===== config.mk =====
export PLATFORM = sky130hd
export DESIGN_NAME = serial_terminal_handshake_ctrl
export DESIGN_NICKNAME = d
export VERILOG_FILES = /design/src/rtl/sthc_pkg.sv /design/src/rtl/serial_terminal_handshake_ctrl.sv /design/src/rtl/sthc_step.sv
export SDC_FILE = /design/constraint.sdc
export NUM_CORES = 1
export LEC_CHECK = 0
export BUFFER_PORTS_ARGS = -buffer_cell sky130_fd_sc_hd__buf_2
export CAP_MARGIN = 20
export CORE_MARGIN = 2
export CORE_UTILIZATION = 30
export DETAILED_ROUTE_END_ITERATION = 8
export GPL_ROUTABILITY_DRIVEN = 0
export GPL_TIMING_DRIVEN = 0
export SLEW_MARGIN = 0
export SYNTH_ARGS = -nofsm -noshare
export SYNTH_HDL_FRONTEND = slang
export SYNTH_SLANG_ARGS = --single-unit

===== constraint.sdc =====
create_clock -name aclk -period 4.35 [get_ports aclk]
set_clock_uncertainty 0.05 [all_clocks]
set_input_delay 0.435 -clock aclk [delete_from_list [all_inputs] [get_ports aclk]]
set_output_delay 0.435 -clock aclk [all_outputs]
set_load 0.02 [all_outputs]

===== src/rtl/sthc_pkg.sv =====
// Package for the serial terminal handshake controller.
// Holds the item, result and per-channel state types and all codes.
// No dependencies.
`default_nettype none
package sthc_pkg;

    localparam int MAX_TRIES   = 20;
    localparam int MAX_PAYLOAD = 22;
    localparam int TRY_W       = $clog2(MAX_TRIES + 2);

    localparam logic [TRY_W-1:0] TRY_LIMIT = TRY_W'(MAX_TRIES);
    localparam logic [TRY_W-1:0] TRY_ONE   = TRY_W'(1);

    localparam logic [1:0] REQ_POLL    = 2'd0;
    localparam logic [1:0] REQ_TX      = 2'd1;
    localparam logic [1:0] REQ_RX      = 2'd2;
    localparam logic [1:0] REQ_RESTART = 2'd3;

    localparam logic [1:0] ERR_OK       = 2'd0;
    localparam logic [1:0] ERR_DISABLED = 2'd1;
    localparam logic [1:0] ERR_TX_BUSY  = 2'd2;
    localparam logic [1:0] ERR_NO_RX    = 2'd3;

    localparam logic [1:0] PH_INACTIVE = 2'd0;
    localparam logic [1:0] PH_INIT     = 2'd1;
    localparam logic [1:0] PH_RUN      = 2'd2;

    localparam logic [1:0] SUB_START   = 2'd0;
    localparam logic [1:0] SUB_WAIT    = 2'd1;
    localparam logic [1:0] SUB_TIMEOUT = 2'd2;
    localparam logic [1:0] SUB_DONE    = 2'd3;

    localparam logic [7:0] CTRL_TX_TOGGLE = 8'h01;
    localparam logic [7:0] CTRL_RX_TOGGLE = 8'h02;
    localparam logic [7:0] CTRL_INIT_REQ  = 8'h04;
    localparam logic [7:0] CTRL_CLEAR     = 8'h00;

    typedef struct packed {
        logic [1:0] req_type;
        logic       channel;
        logic [7:0] status_byte;
        logic [7:0] rx_length;
        logic [7:0] tx_length;
    } item_t;

    typedef struct packed {
        logic [7:0]       control;
        logic [7:0]       length;
        logic             tx_ready;
        logic             rx_signal;
        logic [1:0]       req_phase;
        logic [1:0]       cur_phase;
        logic [1:0]       sub_step;
        logic [TRY_W-1:0] try_count;
        logic             failed;
    } chan_t;

    typedef struct packed {
        logic [1:0] error_code;
        logic [7:0] control_byte;
        logic [7:0] length_byte;
        logic       tx_ready;
        logic       rx_signal;
        logic [7:0] byte_count;
        logic [1:0] link_phase;
        logic       init_failed;
    } result_t;

endpackage
`default_nettype wire


===== src/rtl/serial_terminal_handshake_ctrl.sv =====
// An accepted beat is processed from the input register and its result is registered in
// the output register. Throughput: one beat per cycle unless the master side stalls.
// Reset (aresetn low, synchronous) clears both channels, the enable mask and all valids.
// Top level of the serial terminal handshake controller; uses sthc_pkg and sthc_step.
`default_nettype none
module serial_terminal_handshake_ctrl (
    input  wire        aclk,
    input  wire        aresetn,
    input  wire        cfg_we,
    input  wire [1:0]  cfg_wdata,
    input  wire        s_tvalid,
    output logic       s_tready,
    input  wire [23:0] s_tdata,   // status_byte, rx_length, tx_length
    input  wire [2:0]  s_tuser,   // req_type, channel
    output logic       m_tvalid,
    input  wire        m_tready,
    output logic [31:0] m_tdata,  // control_byte, length_byte, tx_ready, rx_signal,
                                  // byte_count, link_phase, init_failed, zero pad
    output logic [1:0] m_tuser    // error_code
);

    logic              chan_enabled;
    logic [1:0]        enable_mask_reg;
    logic              in_valid_reg;
    sthc_pkg::item_t   in_reg;
    logic              out_valid_reg;
    sthc_pkg::result_t out_reg;
    sthc_pkg::chan_t   chan_reg [2];
    sthc_pkg::chan_t   chan_next;
    sthc_pkg::result_t result_next;
    logic              advance;
    logic              fire;

    assign advance      = !out_valid_reg || m_tready;
    assign fire         = in_valid_reg && advance;
    assign s_tready     = !in_valid_reg || advance;
    assign chan_enabled = enable_mask_reg[in_reg.channel];

    sthc_step u_step (
        .item      (in_reg),
        .enabled   (chan_enabled),
        .chan_cur  (chan_reg[in_reg.channel]),
        .chan_next (chan_next),
        .result    (result_next)
    );

    always_ff @(posedge aclk) begin
        if (!aresetn) begin
            enable_mask_reg <= 2'b00;
        end else if (cfg_we) begin
            enable_mask_reg <= cfg_wdata;
        end
    end

    always_ff @(posedge aclk) begin
        if (!aresetn) begin
            in_valid_reg <= 1'b0;
        end else if (s_tready) begin
            in_valid_reg <= s_tvalid;
        end
    end

    always_ff @(posedge aclk) begin
        if (s_tvalid && s_tready) begin
            in_reg.req_type    <= s_tuser[1:0];
            in_reg.channel     <= s_tuser[2];
            in_reg.status_byte <= s_tdata[7:0];
            in_reg.rx_length   <= s_tdata[15:8];
            in_reg.tx_length   <= s_tdata[23:16];
        end
    end

    always_ff @(posedge aclk) begin
        if (!aresetn) begin
            for (int i = 0; i < 2; i++) begin
                chan_reg[i] <= '0;
            end
        end else if (fire) begin
            chan_reg[in_reg.channel] <= chan_next;
        end
    end

    always_ff @(posedge aclk) begin
        if (!aresetn) begin
            out_valid_reg <= 1'b0;
        end else if (advance) begin
            out_valid_reg <= in_valid_reg;
        end
    end

    always_ff @(posedge aclk) begin
        if (fire) begin
            out_reg <= result_next;
        end
    end

    assign m_tvalid = out_valid_reg;
    assign m_tuser  = out_reg.error_code;
    assign m_tdata  = {3'b000, out_reg.init_failed, out_reg.link_phase, out_reg.byte_count,
                       out_reg.rx_signal, out_reg.tx_ready, out_reg.length_byte,
                       out_reg.control_byte};

endmodule
`default_nettype wire


===== src/rtl/sthc_step.sv =====
// Combinational step of one channel: poll, transmit, receive and restart.
// Depends on sthc_pkg.
`default_nettype none
module sthc_step (
    input  wire sthc_pkg::item_t   item,
    input  wire                    enabled,
    input  wire sthc_pkg::chan_t   chan_cur,
    output sthc_pkg::chan_t        chan_next,
    output sthc_pkg::result_t      result
);

    always_comb begin
        sthc_pkg::chan_t c;
        logic [1:0]      err;
        logic [7:0]      count;
        logic [7:0]      st;

        c     = chan_cur;
        err   = sthc_pkg::ERR_OK;
        count = 8'd0;
        st    = item.status_byte;

        if (item.req_type == sthc_pkg::REQ_RESTART) begin
            c.req_phase = sthc_pkg::PH_INIT;
            c.cur_phase = sthc_pkg::PH_INACTIVE;
            c.sub_step  = sthc_pkg::SUB_START;
            c.try_count = '0;
            c.failed    = 1'b0;
        end else if (!enabled) begin
            err = sthc_pkg::ERR_DISABLED;
        end else if (item.req_type == sthc_pkg::REQ_POLL) begin
            c.tx_ready  = (st[0] == c.control[0]);
            c.rx_signal = (st[1] != c.control[1]);

            if (c.req_phase == sthc_pkg::PH_INIT && c.cur_phase == sthc_pkg::PH_INACTIVE) begin
                case (c.sub_step)
                    sthc_pkg::SUB_START: begin
                        c.control   = sthc_pkg::CTRL_INIT_REQ;
                        c.length    = 8'd0;
                        c.sub_step  = sthc_pkg::SUB_WAIT;
                        c.try_count = '0;
                    end
                    sthc_pkg::SUB_WAIT: begin
                        if (c.try_count != '1) begin
                            c.try_count = c.try_count + sthc_pkg::TRY_ONE;
                        end
                        if (st[2]) begin
                            c.sub_step = sthc_pkg::SUB_DONE;
                        end
                        if (c.try_count > sthc_pkg::TRY_LIMIT) begin
                            c.sub_step = sthc_pkg::SUB_TIMEOUT;
                        end
                    end
                    sthc_pkg::SUB_TIMEOUT: begin
                        c.control   = sthc_pkg::CTRL_CLEAR;
                        c.req_phase = sthc_pkg::PH_INACTIVE;
                        c.cur_phase = sthc_pkg::PH_INACTIVE;
                        c.sub_step  = sthc_pkg::SUB_START;
                        c.failed    = 1'b1;
                    end
                    default: begin
                        c.req_phase = sthc_pkg::PH_RUN;
                        c.cur_phase = sthc_pkg::PH_INIT;
                        c.sub_step  = sthc_pkg::SUB_START;
                        c.try_count = '0;
                    end
                endcase
            end

            if (c.req_phase == sthc_pkg::PH_RUN && c.cur_phase == sthc_pkg::PH_INIT) begin
                case (c.sub_step)
                    sthc_pkg::SUB_START: begin
                        c.control   = sthc_pkg::CTRL_CLEAR;
                        c.length    = 8'd0;
                        c.sub_step  = sthc_pkg::SUB_WAIT;
                        c.try_count = '0;
                    end
                    sthc_pkg::SUB_WAIT: begin
                        if (c.try_count != '1) begin
                            c.try_count = c.try_count + sthc_pkg::TRY_ONE;
                        end
                        if (!st[2]) begin
                            c.sub_step = sthc_pkg::SUB_DONE;
                        end
                        if (c.try_count > sthc_pkg::TRY_LIMIT) begin
                            c.sub_step = sthc_pkg::SUB_TIMEOUT;
                        end
                    end
                    sthc_pkg::SUB_TIMEOUT: begin
                        c.req_phase = sthc_pkg::PH_INIT;
                        c.cur_phase = sthc_pkg::PH_INACTIVE;
                        c.sub_step  = sthc_pkg::SUB_START;
                        c.try_count = '0;
                    end
                    default: begin
                        c.req_phase = sthc_pkg::PH_RUN;
                        c.cur_phase = sthc_pkg::PH_RUN;
                        c.sub_step  = sthc_pkg::SUB_START;
                        c.try_count = '0;
                    end
                endcase
            end
        end else if (item.req_type == sthc_pkg::REQ_TX) begin
            if (!c.tx_ready) begin
                err = sthc_pkg::ERR_TX_BUSY;
            end else begin
                count      = (item.tx_length > 8'(sthc_pkg::MAX_PAYLOAD)) ?
                             8'(sthc_pkg::MAX_PAYLOAD) : item.tx_length;
                c.control  = c.control ^ sthc_pkg::CTRL_TX_TOGGLE;
                c.length   = count;
                c.tx_ready = 1'b0;
            end
        end else begin
            if (!c.rx_signal) begin
                err = sthc_pkg::ERR_NO_RX;
            end else begin
                count       = (item.rx_length > 8'(sthc_pkg::MAX_PAYLOAD)) ?
                              8'(sthc_pkg::MAX_PAYLOAD) : item.rx_length;
                c.control   = c.control ^ sthc_pkg::CTRL_RX_TOGGLE;
                c.rx_signal = 1'b0;
            end
        end

        chan_next           = c;
        result.error_code   = err;
        result.control_byte = c.control;
        result.length_byte  = c.length;
        result.tx_ready     = c.tx_ready;
        result.rx_signal    = c.rx_signal;
        result.byte_count   = count;
        result.link_phase   = c.cur_phase;
        result.init_failed  = c.failed;
    end

endmodule
`default_nettype wire


==> summary.log <==
qor: run_status.status finished, final reports clean
qor: logic_synthesis.ys_seq_area_share 60.7%
qor: critical_path.critical_path.startpoint_type register
qor: sta.hold_viol 0
qor: die.ios 70
qor: clock_network.cts_hold_buf 0
qor: placement.port_buffers 61
qor: power_and_ir_drop.reported_leakage_power 2.75 nW
qor: sta.finalMaxSlewViolations 0
qor: critical_path.worst_setup_path_end_kind register
qor: cells_and_area.areaGrowthSynthToFinish 21.3%
qor: power_and_ir_drop.pwr_density_cell 413 nW/µm²
qor: global_route.antenna_found_initial 0
qor: die.core.rowCount 50
qor: power_and_ir_drop.pwr-share-comb 11.1%
qor: detailed_routing.drt_iter0_markers 290
qor: logic_synthesis.mappedNetlistArea 5760 µm²
qor: global_route.total_routing_usage_gr 13.5%
qor: logic_synthesis.netlist-cell-type-count 70
qor: critical_path.critical-path-top-delay-family compound AO/OA/AOI/OAI gates
qor: critical_path.crit_chain buf_6 -> buf_6 -> buf_6 -> mux2i_4 -> inv_1 -> ha_1 -> and4_1 -> o21ai_1 -> nand2_1 -> o21ai_2 -> ha_1 -> o21a_1 -> nand3_2 -> mux2_4 -> a221oi_2 -> a211oi_1
qor: clock_network.cts.repair.resized 1
qor: sta.grt_setup_unrepaired false
qor: logic_synthesis.postSynth.topFlopCell sky130_fd_sc_hd__edfxtp_1
qor: critical_path.crit_path_max_fanout 10
qor: clock_network.cts_max_level 4
qor: placement.dp_hpwl 9350 µm
qor: job.total_of_max_cap_violations 0
qor: global_route.globalRoute.totalOverflow 0
qor: cells_and_area.finalNetCount 593
qor: power_and_ir_drop.share_seq_of_total_power 46.5%
qor: cells_and_area.number_of_flip_flops_in_the_largest_register 60
qor: die.dieHeight 143 µm
qor: logic_synthesis.synth_edf_count 113
qor: clock_network.tritoncts.num_buffers 17
qor: sta.setup_violations 0
qor: power_and_ir_drop.intPower 2.15 mW
qor: critical_path.worst-endpoint-arrival 4.16 ns
qor: power_and_ir_drop.p_sw_share 25.5%
qor: clock_network.cts_post_setup_buffers_inserted 0
qor: logic_synthesis.yosysWarningCount 0
qor: die.floorplan.core_area 18,800 µm²
qor: critical_path.cp_slowest_stage_delay 0.33 ns
qor: cells_and_area.layout-drive-gt1-share 24.0%
qor: detailed_routing.drt-wirelength-per-cell 16.2 µm
qor: clock_network.clock_sinks 118
qor: die.fp.dieW 143 µm
qor: global_route.vias_in_the_first_global_route 4,091
qor: cells_and_area.fillers 1,820
qor: critical_path.critical_path.most_common_cell sky130_fd_sc_hd__buf_6
qor: placement.dp_slack -0.181 ns
qor: clock_network.clock_slew_seen_by_the_registers_of_the_worst_setup_and_hold_paths 0.06 ns
qor: critical_path.critical_path_buf_inv_count 4
qor: detailed_routing.detail_route.vias_per_cell 5.07
qor: sta.worst-slew-pin-transition 0.967 ns
qor: detailed_routing.drc_errors 0
qor: detailed_routing.routed-via-count 4,058
qor: power_and_ir_drop.clkPwrFrac 42.5%
qor: critical_path.timing.critical_path.slowest_stage_cell sky130_fd_sc_hd__mux2_4
qor: cells_and_area.final_cell_mix sky130_fd_sc_hd__edfxtp_1, sky130_fd_sc_hd__nor2_1, sky130_fd_sc_hd__buf_2
qor: hold_path.holdCritPathClass in -> reg
qor: sta.worst_slew_margin_rel 35.5%
qor: detailed_routing.dr.pass1.iters 5
qor: logic_synthesis.async_set_reset_flop_share_out_of_synthesis 0%
qor: sta.worst_hold_slack 0.138 ns
qor: sta.worst_slack 0.278 ns
qor: clock_network.clk-insertion-delay-late 0.42 ns
qor: global_route.global_route_wire_length_before_repair 21,200 µm
qor: logic_synthesis.netlist_instances 467
qor: sta.max_freq 246 MHz
qor: power_and_ir_drop.irDropWorstVdd 285 µV
qor: power_and_ir_drop.total_switching_power 735 µW
qor: power_and_ir_drop.power.total 2.88 mW
qor: global_route.maximum_number_of_pins_on_one_net_before_global_route_repair 34
qor: die.initial_core_util 30.7%
qor: detailed_routing.totalWireLength 13,000 µm
qor: cells_and_area.final_common_cell sky130_fd_sc_hd__edfxtp_1
qor: die.design.die.area 20,300 µm²
qor: sta.finalCriticalPeriod 4.07 ns
qor: clock_network.cts-root-to-sink-buffers 2
qor: clock_network.tritoncts_clock_tree yes
qor: sta.share_of_the_clock_period_used_by_the_worst_path_after_layout 93.6%
qor: detailed_routing.drtAntennaViolNets 0
qor: logic_synthesis.flip_flop_and_latch_count_after_synthesis 118
qor: critical_path.worst_path_required 4.44 ns
qor: logic_synthesis.synth.avg_cell_area 12.3 µm²
qor: clock_network.root_buffer sky130_fd_sc_hd__clkbuf_16
qor: cells_and_area.antenna_diode_instance_count 0
qor: critical_path.worstSetupPathType reg -> reg
## through the flow
stage	instance area (µm²)	util, %	setup TNS (ns)	cells
6_report	6980	37.2	0	801
5_1_grt	6980	37.2	0	801
3_5_place_dp	6430	34.3	-0.598	769
2_1_floorplan	5770	-	0	472
3_3_place_gp	6370	34.0	-62.90	767
4_1_cts	6950	37.0	0	801
## synthesized netlist by cell type, types with 2 or more instances
library cell | n | area [µm²]
sky130_fd_sc_hd__a32oi_1 | 2 | 17.5
sky130_fd_sc_hd__or2_2 | 6 | 37.5
sky130_fd_sc_hd__and4b_1 | 2 | 20.0
sky130_fd_sc_hd__a21oi_1 | 18 | 90.1
sky130_fd_sc_hd__nor3_1 | 11 | 55.1
sky130_fd_sc_hd__nor3b_4 | 2 | 37.5
sky130_fd_sc_hd__or3_1 | 2 | 12.5
sky130_fd_sc_hd__mux2_2 | 4 | 45.0
sky130_fd_sc_hd__nor2_1 | 65 | 244
sky130_fd_sc_hd__and4_1 | 2 | 17.5
sky130_fd_sc_hd__and2_1 | 6 | 37.5
sky130_fd_sc_hd__o21ai_0 | 17 | 85.1
sky130_fd_sc_hd__o31ai_1 | 3 | 22.5
sky130_fd_sc_hd__a32o_1 | 2 | 20.0
sky130_fd_sc_hd__dfxtp_1 | 5 | 100
sky130_fd_sc_hd__nand4_1 | 4 | 25.0
sky130_fd_sc_hd__nand3b_1 | 2 | 15.0
sky130_fd_sc_hd__a221oi_2 | 2 | 30.0
sky130_fd_sc_hd__ha_1 | 5 | 62.6
sky130_fd_sc_hd__inv_1 | 22 | 82.6
sky130_fd_sc_hd__o21ai_1 | 2 | 10.0
sky130_fd_sc_hd__a31oi_1 | 7 | 43.8
sky130_fd_sc_hd__o21ba_2 | 4 | 40.0
sky130_fd_sc_hd__nand2_1 | 25 | 93.8
sky130_fd_sc_hd__a211oi_1 | 6 | 45.0
sky130_fd_sc_hd__nand4b_1 | 3 | 26.3
sky130_fd_sc_hd__xor2_1 | 2 | 17.5
sky130_fd_sc_hd__buf_6 | 5 | 56.3
sky130_fd_sc_hd__nand3_1 | 7 | 35.0
sky130_fd_sc_hd__o21a_1 | 7 | 52.6
sky130_fd_sc_hd__mux2i_1 | 31 | 310
sky130_fd_sc_hd__a221oi_1 | 2 | 17.5
sky130_fd_sc_hd__buf_4 | 3 | 22.5
sky130_fd_sc_hd__or2_4 | 2 | 17.5
sky130_fd_sc_hd__edfxtp_1 | 113 | 3390
sky130_fd_sc_hd__a21o_1 | 7 | 52.6
sky130_fd_sc_hd__and3_1 | 4 | 25.0
sky130_fd_sc_hd__and2b_1 | 2 | 15.0
sky130_fd_sc_hd__clkbuf_1 | 11 | 41.3
sky130_fd_sc_hd__nor2b_1 | 12 | 75.1
## power by group through the flow
stage | sequential, mW | combinational, mW | clock (mW)
floorplan | 1.38 | 0.196 | 0
global placement | 1.36 | 0.297 | 0
detailed placement | 1.36 | 0.313 | 0
CTS | 1.34 | 0.315 | 1.24
global route | 1.35 | 0.351 | 1.30
finish | 1.34 | 0.319 | 1.22
## path summary, 6_finish.rpt
check | from | end | slack (ns) | cells after the start
setup / recovery | register | chan_reg[1][1] | 0.28 | 16
hold / removal | s_tdata[10] | in_reg[10] | 0.14 | 1
hold reg to reg | enable_mask_reg[0] | enable_mask_reg[0] | 0.47 | 2
setup reg to reg | register | chan_reg[1][1] | 0.28 | 16
## cells by family after synthesis
| logic type | Yosys count | synth area share, % |
|---|---|---|
| AND/OR/NAND/NOR | 163 | 14.8 |
| flip-flops | 118 | 60.7 |
| AO/OA/AOI/OAI | 98 | 12.6 |
| buffers and inverters | 42 | 3.61 |
| multiplexers | 37 | 6.67 |
| adder cells (fa/ha/maj) | 5 | 1.09 |
| XOR/XNOR | 3 | 0.457 |
| other | 1 | 0.0652 |
## area by class of cell
cell class,instances,area [µm²],share of cell area (%)
well taps,234,293,4.19
clock inverters,13,83.8,1.20
multi-input cells,312,2110,30.2
flip-flops and latches,118,3490,50.0
repair buffers,63,360,5.16
plain buffers,20,125,1.79
inverters,22,82.6,1.18
clock buffers,19,433,6.20
## per-layer routing
metal  vias to the layer above  routed length (µm)  global-route usage (%)
met2                       139                6120                    21.3
met3                        16                 808                    4.00
met1                      1975                5870                    17.4
met4                         0                 191                    5.73
li1                       1928                   -                       -
met5                         -                   0                       0
No activity file was read; power rests on OpenSTA's default activity.
